$ cat src/sv/convex_polygon_fan_triangulator_defines.svh
// assertion macros for the fan triangulator
`ifndef CONVEX_POLYGON_FAN_TRIANGULATOR_DEFINES_SVH
`define CONVEX_POLYGON_FAN_TRIANGULATOR_DEFINES_SVH
// property must hold whenever reset is low
`define CPFT_ASSERT(label, prop, msg) \
  label: assert property (@(posedge clk) disable iff (rst) (prop)) else $error(msg);
// property checked during reset too
`define CPFT_ASSERT_ALWAYS(label, prop, msg) \
  label: assert property (@(posedge clk) (prop)) else $error(msg);
`endif

$ cat src/sv/cpft_pkg.sv
`timescale 1ns / 1ps
package cpft_pkg;
  localparam int MaxVertsDef  = 16;
  localparam int IndexBitsDef = 24;
  localparam int CoordBits    = 32;
  localparam int DiffBits     = 33;
  localparam int ProdBits     = 66;

  typedef enum logic [3:0] {
    ST_IDLE, ST_PLANE0, ST_PLANE1, ST_PLANE2, ST_MIN_RD, ST_MIN, ST_SORT_RD, ST_SORT_CMP0,
    ST_SORT_CMP1, ST_SORT_CMP2, ST_EMIT_RD, ST_EMIT
  } state_t;

  typedef struct packed {
    logic clear_poly;
    logic plane_rd;
    logic plane_mul;
    logic plane_decide;
    logic min_rd;
    logic min_step;
    logic sort_rd;
    logic sort_c0;
    logic sort_c1;
    logic sort_c2;
    logic emit_rd;
    logic emit_go;
  } cmd_t;

  typedef struct packed {
    logic min_done;
    logic sort_pass_end;
    logic sort_done;
    logic emit_done;
    logic few;
  } stat_t;
endpackage

$ cat src/sv/cpft_ctrl.sv
`timescale 1ns / 1ps
module cpft_ctrl import cpft_pkg::*; (
  input  logic  clk,
  input  logic  rst,
  input  logic  close_req,
  input  stat_t stat,
  output cmd_t  cmd,
  output logic  busy
);
  state_t state, state_next;

  // state register
  always_ff @(posedge clk) begin
    if (rst) state <= ST_IDLE;
    else state <= state_next;
  end

  // next state
  always_comb begin
    state_next = state;
    case (state)
      ST_IDLE:      if (close_req) state_next = ST_PLANE0;
      ST_PLANE0:    state_next = stat.few ? ST_EMIT_RD : ST_PLANE1;
      ST_PLANE1:    state_next = ST_PLANE2;
      ST_PLANE2:    state_next = ST_MIN_RD;
      ST_MIN_RD:    state_next = ST_MIN;
      ST_MIN:       state_next = stat.min_done ? ST_SORT_RD : ST_MIN_RD;
      ST_SORT_RD:   state_next = stat.sort_done ? ST_EMIT_RD : ST_SORT_CMP0;
      ST_SORT_CMP0: state_next = ST_SORT_CMP1;
      ST_SORT_CMP1: state_next = ST_SORT_CMP2;
      ST_SORT_CMP2: state_next = ST_SORT_RD;
      ST_EMIT_RD:   state_next = ST_EMIT;
      ST_EMIT:      state_next = stat.emit_done ? ST_IDLE : ST_EMIT_RD;
      default:      state_next = ST_IDLE;
    endcase
  end

  // commands
  always_comb begin
    cmd = '0;
    busy = (state != ST_IDLE);
    case (state)
      ST_IDLE:      ;
      ST_PLANE0:    cmd.plane_rd = 1'b1;
      ST_PLANE1:    cmd.plane_mul = 1'b1;
      ST_PLANE2:    cmd.plane_decide = 1'b1;
      ST_MIN_RD:    cmd.min_rd = 1'b1;
      ST_MIN:       cmd.min_step = 1'b1;
      ST_SORT_RD:   cmd.sort_rd = 1'b1;
      ST_SORT_CMP0: cmd.sort_c0 = 1'b1;
      ST_SORT_CMP1: cmd.sort_c1 = 1'b1;
      ST_SORT_CMP2: cmd.sort_c2 = 1'b1;
      ST_EMIT_RD:   cmd.emit_rd = 1'b1;
      ST_EMIT: begin
        cmd.emit_go = 1'b1;
        cmd.clear_poly = stat.emit_done;
      end
      default: ;
    endcase
  end
endmodule

$ cat config.mk
export PLATFORM = sky130hd
export DESIGN_NAME = cpft_ctrl
export DESIGN_NICKNAME = d
export VERILOG_FILES = /design/src/sv/convex_polygon_fan_triangulator_defines.svh /design/src/sv/cpft_pkg.sv /design/src/sv/cpft_ctrl.sv
export SDC_FILE = /design/constraint.sdc
export NUM_CORES = 1
export LEC_CHECK = 0
export BUFFER_PORTS_ARGS = -buffer_cell sky130_fd_sc_hd__buf_2
export CORE_AREA = 2 2 39 41
export CTS_CLUSTER_DIAMETER = 200
export DETAILED_ROUTE_END_ITERATION = 8
export DIE_AREA = 0 0 41 43
export PLACE_DENSITY = 0.55
export SYNTH_ARGS = -nofsm -noshare
export SYNTH_HDL_FRONTEND = slang
export SYNTH_SLANG_ARGS = --single-unit
export TNS_END_PERCENT = 10
$ cat constraint.sdc
create_clock -name clk -period 1.17 [get_ports clk]
set_input_delay 0.117 -clock clk [delete_from_list [all_inputs] [get_ports clk]]
set_output_delay 0.117 -clock clk [all_outputs]
set_load 0.03 [all_outputs]
# Yosys cells after proc, flatten, opt, wreduce, memory -nomap -nowiden
# Index checks and enable logic that the tools add are counted.
[totals]
word_cells = 33
register_bits = 4
in_bits = 8
out_inout_bits = 13
[op_classes]
n_mux = 18
n_eq_ne = 12
n_reduce_logical = 2
[ops]
columns = ["cell", "count"]
rows = [
  ["$pmux W4 S12", 1],
  ["$eq A4 B3 Y1 const B", 4],
  ["$eq A4 B4 Y1 const B", 4],
  ["$mux W4", 4],
  ["$mux W1", 12],
  ["$eq A4 B2 Y1 const B", 2],
  ["$eq A4 B1 Y1 const B", 1],
  ["$logic_not A4 Y1", 1],
  ["$reduce_bool A4 Y1", 1],
  ["$mux W2", 1],
  ["$ne A2 B2 Y1 const B", 1],
]

# Logic depth before layout (Yosys ltp)
# Gate-level depths: netlist of the first run.
[depth]
ltp_word = 2
ltp_mapped = 4
mapped_depth_nobuf = 3

# Worst setup path before layout of the first run
# OpenSTA, ideal clock, no wires.
[synth_timing]
path_kind = "register to output"
start = "register state[2]"
end = "output port cmd[11] (netlist bit)"
t_required_ns = 1.053
arrival_ns = 1.365
path_slack_ns = -0.312
n_path_buf = 1
path_stages_with_launch = 4
path_cell_list = "dfxtp_1 buf_2 nand2b_1 nor3_1"
[synth_lines]
columns = ["item", "line", "rtl"]
rows = [
  ["start: declaration", "cpft_ctrl.sv:10", "state_t state, state_next;"],
  ["start signal: assignment", "cpft_ctrl.sv:15", "else state <= state_next;"],
  ["end: declaration", "cpft_ctrl.sv:7", "output cmd_t cmd,"],
]

# Worst setup path in the final report of the first run
[layout_timing]
start = "register state[2]"
end = "output port busy"
[layout_via]
elab_chain_cells = 1
[layout_rtl]
columns = ["item", "line", "rtl"]
rows = [
  ["$reduce_bool A4 Y1", "cpft_ctrl.sv:41", "busy = (state != ST_IDLE);"],
  ["end: declaration", "cpft_ctrl.sv:8", "output logic busy"],
]
# Every way passes these cells.

==> impl_metrics.csv, run 1 <==
group,metric,value,unit
outcome,status,"finished with violations",
outcome,violations,"negative setup slack",
min_path,min_from,"rst",
worst_setup_path,end_kind,"output pin",
clock_tree,clk_path_buf_depth,2,
sta,max_freq,726,MHz
clock_tree,clk_latency,230,ps
synthesis,synth_xor_area_frac,0,
synthesis,synthMuxAreaShare,0,
clock_tree,cts_max_level,1,
synthesis,synth.cell_area,354,sq um
sta,worst_slack,-206,ps
worst_setup_path,start_kind,"flop",
sta,max_slew_margin,0.873,
synthesis,syn-num-nets,55,
worst_setup_path,critPathRequiredTime,1050,ps
synthesis,avgSynthCellArea,7.53,sq um
sta,tightest_slew,189,ps
synthesis,ys_seq_elements,4,
sta,rsz0062_at_grt,"yes",
place,dpl_cell_area,577,sq um
worst_setup_path,reg2reg_depth,3,
global_routing,grt_max_degree,10,
final_layout,final_cells,95,
final_layout,antennaDiodeCount,0,
synthesis,synth_compound_area_frac,0.272,
min_path,holdPathEnd,"state[2]$_SDFFE_PP0P_",
synthesis,seq_area_frac_synth,0.226,
sta,clock_skew,2.33,ps
worst_setup_path,worstPathMaxFanout,2,
final_layout,drive_gt1_frac,0.734,
worst_setup_path,critical_path_arrival,1260,ps
global_routing,grt_pass1_wl,1670,um
final_layout,areaGrowthSynthToFinish,111,%
synthesis,synth_fa_ha_area_frac,0,
place,gp_congestion,0.770,
clock_tree,clk_pin_slew,30,ps
final_layout,top_register,"state",
sta,final-max-slew-violation-count,0,
run,drv_cap,0,
floorplanning,start_util,0.256,
sta,min_period,1380,ps
final_layout,top_regs,"state x4",
global_routing,gr-total-overflow,0,
sta,finalSetupViolations,17,
pwr,p_leak,0.350,nW
floorplanning,std_cell_rows,14,
worst_setup_path,rr_startpoint,"state[2]$_SDFFE_PP0P_",
global_routing,grt_pass1_vias,403,
clock_tree,cts_sinks,4,
clock_tree,root_buffer,"clkbuf_4",
route,drtIter0Drc,5,
route,vias,451,
clock_tree,cts_tree,"yes",
final_layout,final_area,746,sq um
route,wl,1060,um
worst_setup_path,startpoint,"state[2]$_SDFFE_PP0P_",
pwr,peakVddDrop,0.516,mV
route,firstDrtPassIters,2,
min_path,min_path_cells,4,
route,drt-vias-per-instance,4.75,
synthesis,ys_warn_count,0,
clock_tree,cts_buffers,3,
floorplanning,die_width,41,um
place,dp_hpwl,750,um
floorplanning,io_pins,21,
sta,hold_violations,0,
final_layout,largest_register_ffs,4,
global_routing,grt.total_usage,0.140,
synthesis,synth-simple-area-share,0.424,
final_layout,nNetsFinal,89,
synthesis,yosysUniqueCellTypes,22,
worst_setup_path,ff2ff_setup_slack,-90,ps
floorplanning,fp.dieH,43,um
place,place_inst,91,
sta,holdWs,170,ps
place,portBuffers,19,
route,wire_per_inst,11.1,um
pwr,p_per_area,897,mW/mm^2
synthesis,syn-instance-count,47,
sta,post-route-period-util,1.18,
global_routing,antenna_found_initial,0,
floorplanning,dieArea,0.00176,sq mm
worst_setup_path,rr_endpoint,"state[0]$_SDFFE_PP0P_",
clock_tree,ctsHoldBuffers,0,
route,drc,0,
worst_setup_path,setup.worst_path.class,"flop to output pin",
synthesis,synth_top_family_by_area,"simple AND/OR/NAND/NOR gates",
route,final_antenna_net_count,0,
min_path,min_path_type,"primary input to flop",
place,place_ws,-65.2,ps
floorplanning,core,0.00138,sq mm
## Yosys cell counts
| cell type | instances | area (sq um) |
|---|---|---|
| dfxtp_1 | 4 | 80.1 |
| nor2b_1 | 1 | 6.26 |
| nand2_1 | 1 | 3.75 |
| nor3_1 | 6 | 30.0 |
| a31oi_1 | 1 | 6.26 |
| o211a_1 | 1 | 10.0 |
| a21oi_1 | 2 | 10.0 |
| nor2_1 | 7 | 26.3 |
| a21oi_2 | 1 | 8.76 |
| buf_2 | 4 | 20.0 |
| or2_1 | 1 | 6.26 |
| nor4b_2 | 1 | 15.0 |
| o32a_1 | 1 | 10.0 |
| o21ai_4 | 1 | 16.3 |
| a21o_1 | 3 | 22.5 |
| inv_1 | 2 | 7.51 |
| nand4bb_1 | 1 | 11.3 |
| a211oi_1 | 1 | 7.51 |
| nand4b_1 | 1 | 8.76 |
| or4_4 | 1 | 11.3 |
| nand2b_1 | 5 | 31.3 |
| o21ai_1 | 1 | 5.00 |
## what timing repair did
item                                    in CTS  in global routing
endpoints found under the setup margin      17                 17
pin swaps                                    4                  2
cloned                                       0                  0
buffers inserted                             1                  0
gates resized for setup                     30                 12
## power breakdown
group | leakage, nW | total, mW | internal [mW] | switching, mW
Combinational | 0.301 | 0.337 | 0.164 | 0.173
Clock | 0.0138 | 0.164 | 0.114 | 0.0499
Sequential | 0.0347 | 0.167 | 0.153 | 0.0147
## worst max-delay path, cell delays in order, from the launching register on
cell and delay, ps:
dfxtp_2 310, or4_4 560, buf_6 160
## metrics by stage
step	power, mW	setup TNS (ps)	util
after detailed placement	0.433	-288	0.417
after floorplan	0.340	-1140	-
after global routing	0.714	-2560	0.539
after CTS	0.666	-1920	0.509
final	0.669	-1660	0.539
after global placement	0.432	-282	0.417
## layout make-up
cell class	count	area, sq um
timing repair buffer	33	282
tap	16	20.0
clock buffer	3	22.5
multi-input combinational	37	327
inverter	2	7.51
sequential	4	87.6
fill	128	638
## metal layers
layer,vias to the layer above,track usage,part of all wire
li1,236,-,-
met1,203,0.163,0.40
met2,12,0.222,0.56
met3,0,0.0157,0.041
met4,0,0.100,0
met5,-,0,0
## cell families after synthesis
kind of cell	count (synthesis)
AND/OR/NAND/NOR	25
buffers and inverters	6
flip-flops	4
AO/OA/AOI/OAI	12
## cells in the final DEF (no fill, tap or decap)
master,instances
buf_6,13
buf_4,14
o21ai_4,1
nor4b_2,1
nand2_2,1
nor2_1,4
nand4bb_1,1
nor3_2,6
inv_1,2
a21oi_1,2
buf_2,6
nand4b_1,1
a31oi_1,1
clkbuf_4,3
a21o_1,3
nor2b_1,1
a21oi_2,1
dfxtp_4,1
dfxtp_2,3
nand2b_1,1
nor2_2,1
o211a_1,1
nand2b_4,4
a211oi_1,1
o32a_1,1
or4_4,1
or2_1,1
o21ai_1,1
nor2_4,2
## how the worst max path moves through the flow
stage               cells after the start                    end  slack [ps]
floorplan                               3  state[0]$_SDFFE_PP0P_        -120
global placement                        3  state[0]$_SDFFE_PP0P_         -50
detailed placement                      3  state[0]$_SDFFE_PP0P_         -70
CTS                                     2                   busy        -210
global route                            5                 cmd[4]        -230
finish                                  2                   busy        -210
Power figures use the tool's default switching activity.
==> inputs of run 2 (changes only) <==
--- a/config.mk
+++ b/config.mk
@@ -10,7 +10,7 @@
 export CTS_CLUSTER_DIAMETER = 200
 export DETAILED_ROUTE_END_ITERATION = 8
 export DIE_AREA = 0 0 41 43
-export PLACE_DENSITY = 0.55
+export PLACE_DENSITY = 0.65
 export SYNTH_ARGS = -nofsm -noshare
 export SYNTH_HDL_FRONTEND = slang
 export SYNTH_SLANG_ARGS = --single-unit
==> run 2 against run 1 <==
Effect of this change:
- largest cell class unchanged
- the flow still finishes with violations (negative setup slack)
- register-to-register slack is essentially flat
- via count is 1.3% higher
- count of clock-buffer cells in the layout is the same
- design area grew 1.2%
- highest routed layer is now met4
- critical path type unchanged
- global-route usage grew 0.90 points
- non-clock buffer count down 1
- critical endpoint unchanged
- worst setup slack gained 3.3 ps
- hold slack lost 2.0 ps
==> impl_metrics.csv, run 2 (synthesis gave the netlist of run 1 again) <==
group,metric,value,unit
outcome,status,"finished with violations",
outcome,violations,"negative setup slack",
sta,hold_violations,0,
sta,final-max-slew-violation-count,0,
min_path,min_path_type,"primary input to flop",
final_layout,top_regs,"state x4",
pwr,p_per_area,900,mW/mm^2
clock_tree,cts_sinks,4,
clock_tree,clk_latency,230,ps
clock_tree,cts_buffers,3,
clock_tree,ctsHoldBuffers,0,
global_routing,grt_pass1_vias,457,
sta,max_freq,728,MHz
place,portBuffers,19,
global_routing,grt.total_usage,0.149,
final_layout,antennaDiodeCount,0,
clock_tree,cts_max_level,1,
place,place_ws,-82.0,ps
sta,finalSetupViolations,17,
sta,max_slew_margin,0.848,
clock_tree,clk_path_buf_depth,2,
worst_setup_path,critPathRequiredTime,1050,ps
clock_tree,cts_tree,"yes",
route,wire_per_inst,12.1,um
route,drtIter0Drc,7,
worst_setup_path,crit_family,"simple AND/OR/NAND/NOR gates",
place,gp_congestion,0.813,
global_routing,grt_max_degree,8,
final_layout,nNetsFinal,88,
place,dp_hpwl,827,um
route,drt-vias-per-instance,4.86,
sta,clock_skew,7.21,ps
route,wl,1140,um
route,vias,457,
worst_setup_path,critical_path_arrival,1260,ps
floorplanning,std_cell_rows,14,
sta,setup_tns,-2090,ps
route,final_antenna_net_count,0,
route,drc,0,
final_layout,fillCellCount,123,
worst_setup_path,start_kind,"flop",
final_layout,drive_gt1_frac,0.756,
pwr,peakVddDrop,0.684,mV
final_layout,largest_register_ffs,4,
final_layout,final_util,0.545,
worst_setup_path,setup.worst_path.class,"flop to output pin",
final_layout,top_register,"state",
global_routing,grt_pass1_wl,1840,um
worst_setup_path,worst-path-buf-inv,1,
sta,worst_slack,-203,ps
worst_setup_path,cpPeakStageDelay,550,ps
sta,tightest_slew,227,ps
route,firstDrtPassIters,4,
global_routing,antenna_found_initial,0,
sta,min_period,1370,ps
floorplanning,start_util,0.256,
worst_setup_path,end_kind,"output pin",
floorplanning,core,0.00138,sq mm
sta,rsz0062_at_grt,"yes",
final_layout,areaGrowthSynthToFinish,113,%
floorplanning,fp.dieH,43,um
floorplanning,io_pins,21,
pwr,p_leak,0.345,nW
worst_setup_path,crit_chain,"or4_4, buf_6",
worst_setup_path,slowest_stage,"or4_4",
final_layout,mostFrequentLayoutCells,"buf_6, buf_4, buf_2, nand2b_4, nor2_1",
sta,post-route-period-util,1.17,
clock_tree,clk_pin_slew,40,ps
run,drv_cap,0,
worst_setup_path,worstPathMaxFanout,2,
clock_tree,root_buffer,"clkbuf_4",
floorplanning,dieArea,0.00176,sq mm
floorplanning,die_width,41,um
global_routing,gr-total-overflow,0,
## run 2: cell count changes in the layout (fill, tap and decap cells not counted), sizes merged
cell	previous run	this run
buf	33	32
## run 2: report_power, final
group / switching [mW] / internal [mW] / total [mW]
logic: 0.182 / 0.165 / 0.348
clock network: 0.0517 / 0.114 / 0.166
registers: 0.0138 / 0.151 / 0.165
## run 2: cell type report
cell class | instances | area (sq um) | area share
clock buffer | 3 | 22.5 | 0.0299
inverter | 2 | 7.51 | 0.00995
sequential | 4 | 87.6 | 0.116
timing repair buffer | 32 | 274 | 0.363
multi-input combinational | 37 | 343 | 0.454
tap | 16 | 20.0 | 0.0265
## run 2: repair_timing
item / 4_1_cts / 5_1_grt
pin swaps: 6 / 1
setup endpoints to repair: 17 / 17
cloned: 0 / 0
setup buffers: 0 / 0
endpoints found under the hold margin: 0 / 0
resized for setup: 28 / 18
## run 2: per-stage QoR
| step | hold slack [ps] | instance area (sq um) | cells | power [mW] |
|---|---|---|---|---|
| after global placement | 413 | 577 | 91 | 0.434 |
| after detailed placement | 420 | 577 | 91 | 0.438 |
| after CTS | 175 | 692 | 94 | 0.662 |
| final | 168 | 754 | 94 | 0.679 |
| after floorplan | 288 | 384 | 47 | 0.340 |
| after global routing | 179 | 754 | 94 | 0.726 |
## run 2: per-layer routing
layer  routed length, um  global-route usage  part of all wire  up-vias
li1                    -                   -                 -      230
met1                 519               0.176              0.46      214
met2                 558               0.219              0.49       11
met3                  43              0.0785             0.038        2
met4                  14              0.0600             0.012        0
met5                   0                   0                 0        -
## run 2: tightest hold or removal path: cells and delay by family
family / cells / cell delay [ps]
AOI/OAI and AO/OA: 3 / 150
buffers and inverters: 1 / 80
## run 2: final timing paths
path                                            start                    end  slack (ps)  cells after the start
worst max-delay path            state[2]$_SDFFE_PP0P_                   busy        -200                      2
worst min-delay path                              rst  state[3]$_SDFFE_PP0P_         170                      4
worst max register to register  state[2]$_SDFFE_PP0P_  state[1]$_SDFFE_PP0P_        -100                      3
worst min register to register  state[0]$_SDFFE_PP0P_  state[0]$_SDFFE_PP0P_         570                      2
==> inputs of run 3 (changes only) <==
--- a/config.mk
+++ b/config.mk
@@ -5,12 +5,12 @@
 export SDC_FILE = /design/constraint.sdc
 export NUM_CORES = 1
 export LEC_CHECK = 0
-export BUFFER_PORTS_ARGS = -buffer_cell sky130_fd_sc_hd__buf_2
 export CORE_AREA = 2 2 39 41
 export CTS_CLUSTER_DIAMETER = 200
 export DETAILED_ROUTE_END_ITERATION = 8
 export DIE_AREA = 0 0 41 43
-export PLACE_DENSITY = 0.65
+export DONT_BUFFER_PORTS = 1
+export PLACE_DENSITY = 0.51
 export SYNTH_ARGS = -nofsm -noshare
 export SYNTH_HDL_FRONTEND = slang
 export SYNTH_SLANG_ARGS = --single-unit
==> run 3 against run 2 <==
Effect of this change:
- the flow still finishes with violations (negative setup slack)
- worst setup slack got worse by 5.8 ps
- design area decreased by 12%
- wire length decreased by 15%
- combinational power decreased by 9.8%
- sequential cell count unchanged
- count of clock-buffer cells in the layout unchanged
- clock power about the same
- hold slack got worse by 110 ps
- non-clock buffer count decreased by 10
- via count decreased by 6.3%
- largest power group unchanged
==> impl_metrics.csv, run 3 (synthesis gave the netlist of run 1 again) <==
group,metric,value,unit
sta,rsz0062_at_grt,"yes",
route,top_layer,"met3",
sta,tightest_slew,175,ps
sta,min_period,1380,ps
global_routing,gr-total-overflow,0,
clock_tree,cts_buffers,3,
route,met3_length,64,um
place,dp_hpwl,727,um
worst_setup_path,worst-path-buf-inv,1,
global_routing,grt_max_degree,13,
final_layout,top_regs,"state x4",
route,vias,428,
floorplanning,start_util,0.256,
route,final_antenna_net_count,0,
clock_tree,clk_latency,230,ps
sta,max_freq,725,MHz
final_layout,final_util,0.480,
route,m1WireLength,385,um
place,portBuffers,0,
clock_tree,ctsHoldBuffers,0,
worst_setup_path,reg2reg_depth,3,
clock_tree,cts_tree,"yes",
worst_setup_path,worstPathMaxFanout,2,
place,place_inst,80,
floorplanning,fp.dieH,43,um
outcome,status,"finished with violations",
route,wl,966,um
clock_tree,cts_max_level,1,
final_layout,antennaDiodeCount,0,
global_routing,grt.total_usage,0.133,
worst_setup_path,cpPeakStageDelay,560,ps
worst_setup_path,start_kind,"flop",
outcome,violations,"negative setup slack",
final_layout,final_area,664,sq um
floorplanning,std_cell_rows,14,
sta,clock_skew,1.58,ps
final_layout,largest_register_ffs,4,
sta,finalSetupViolations,17,
worst_setup_path,worstSetupPathDepth,2,
sta,final-max-slew-violation-count,0,
final_layout,areaGrowthSynthToFinish,87.6,%
final_layout,mostFrequentLayoutCells,"buf_4, buf_6, nor3_2",
sta,worst_slack,-209,ps
route,firstDrtPassIters,4,
floorplanning,die_width,41,um
final_layout,layout_commonest_cell,"buf_4",
floorplanning,dieArea,0.00176,sq mm
route,drtIter0Drc,4,
clock_tree,clk_path_buf_depth,2,
clock_tree,root_buffer,"clkbuf_4",
route,drc,0,
pwr,p_per_area,971,mW/mm^2
global_routing,grt_pass1_wl,1610,um
floorplanning,core,0.00138,sq mm
route,wire_per_inst,11.5,um
run,drv_cap,0,
final_layout,final_cells,84,
clock_tree,clk_pin_slew,40,ps
global_routing,antenna_found_initial,0,
sta,post-route-period-util,1.18,
place,gp_congestion,0.746,
worst_setup_path,crit_family,"simple AND/OR/NAND/NOR gates",
min_path,min_path_cells,2,
sta,hold_violations,0,
worst_setup_path,end_kind,"output pin",
floorplanning,io_pins,21,
route,drt-vias-per-instance,5.10,
min_path,min_path_type,"primary input to flop",
sta,max_slew_margin,0.883,
route,wl_met2,516,um
global_routing,grt_pass1_vias,402,
clock_tree,cts_sinks,4,
final_layout,nNetsFinal,78,
final_layout,drive_gt1_frac,0.735,
worst_setup_path,slowest_stage,"or4_4",
worst_setup_path,crit_chain,"or4_4, buf_6",
worst_setup_path,critPathRequiredTime,1050,ps
pwr,p_leak,0.294,nW
place,dpl_cell_area,542,sq um
pwr,peakVddDrop,0.704,mV
final_layout,top_register,"state",
worst_setup_path,critical_path_arrival,1260,ps
worst_setup_path,setup.worst_path.class,"flop to output pin",
[run 3: cell types whose count changed in the layout (fill, tap and decap cells not counted), sizes merged]
cell  before  now
buf       32   22
[run 3: path summary, 6_finish.rpt]
kind                         start               endpoint  slack, ps
max          state[3]$_SDFFE_PP0P_                   busy       -210
min                      close_req  state[2]$_SDFFE_PP0P_         60
min reg2reg  state[2]$_SDFFE_PP0P_  state[0]$_SDFFE_PP0P_        600
max reg2reg  state[3]$_SDFFE_PP0P_  state[1]$_SDFFE_PP0P_        -90
[run 3: through the flow]
| stage | hold slack (ps) | TNS [ps] | worst slack [ps] | total power, mW |
|---|---|---|---|---|
| 4_1_cts | 58.2 | -2250 | -209 | 0.647 |
| 6_report | 56.3 | -1810 | -209 | 0.645 |
| 3_3_place_gp | 316 | -276 | -55.3 | 0.422 |
| 2_1_floorplan | 288 | -1140 | -118 | 0.340 |
| 5_1_grt | 58.0 | -2740 | -245 | 0.696 |
| 3_5_place_dp | 319 | -376 | -67.5 | 0.425 |
[run 3: report_power, final]
| part | total [mW] | internal (mW) | switching, mW |
|---|---|---|---|
| Sequential | 0.165 | 0.152 | 0.0124 |
| Combinational | 0.314 | 0.149 | 0.165 |
| Clock | 0.167 | 0.114 | 0.0524 |
| Total | 0.645 | 0.416 | 0.229 |
[run 3: worst reg2reg max path, delay by kind of cell, from the launching register on]
family / cells / cell delay [ps]
compound gates: 1 / 190
simple gates: 2 / 630
flops: 1 / 310
[run 3: timing repair]
| item | 4_1_cts | 5_1_grt |
|---|---|---|
| endpoints found under the setup margin | 17 | 17 |
| buffers inserted | 1 | 0 |
| resized for setup | 13 | 15 |
| pin swaps | 1 | 2 |
[run 3: area by class of cell]
cell class,count,area [sq um]
tap,16,20.0
inverter,2,12.5
clock buffer,3,22.5
timing repair buffer,22,203
sequential,4,85.1
multi-input combinational,37,322
fill,150,719
[run 3: metal layers]
metal	global-route usage	vias up
met4	0.0600	0
met5	0	-
met3	0.0628	0
met2	0.200	15
li1	-	212
met1	0.153	201
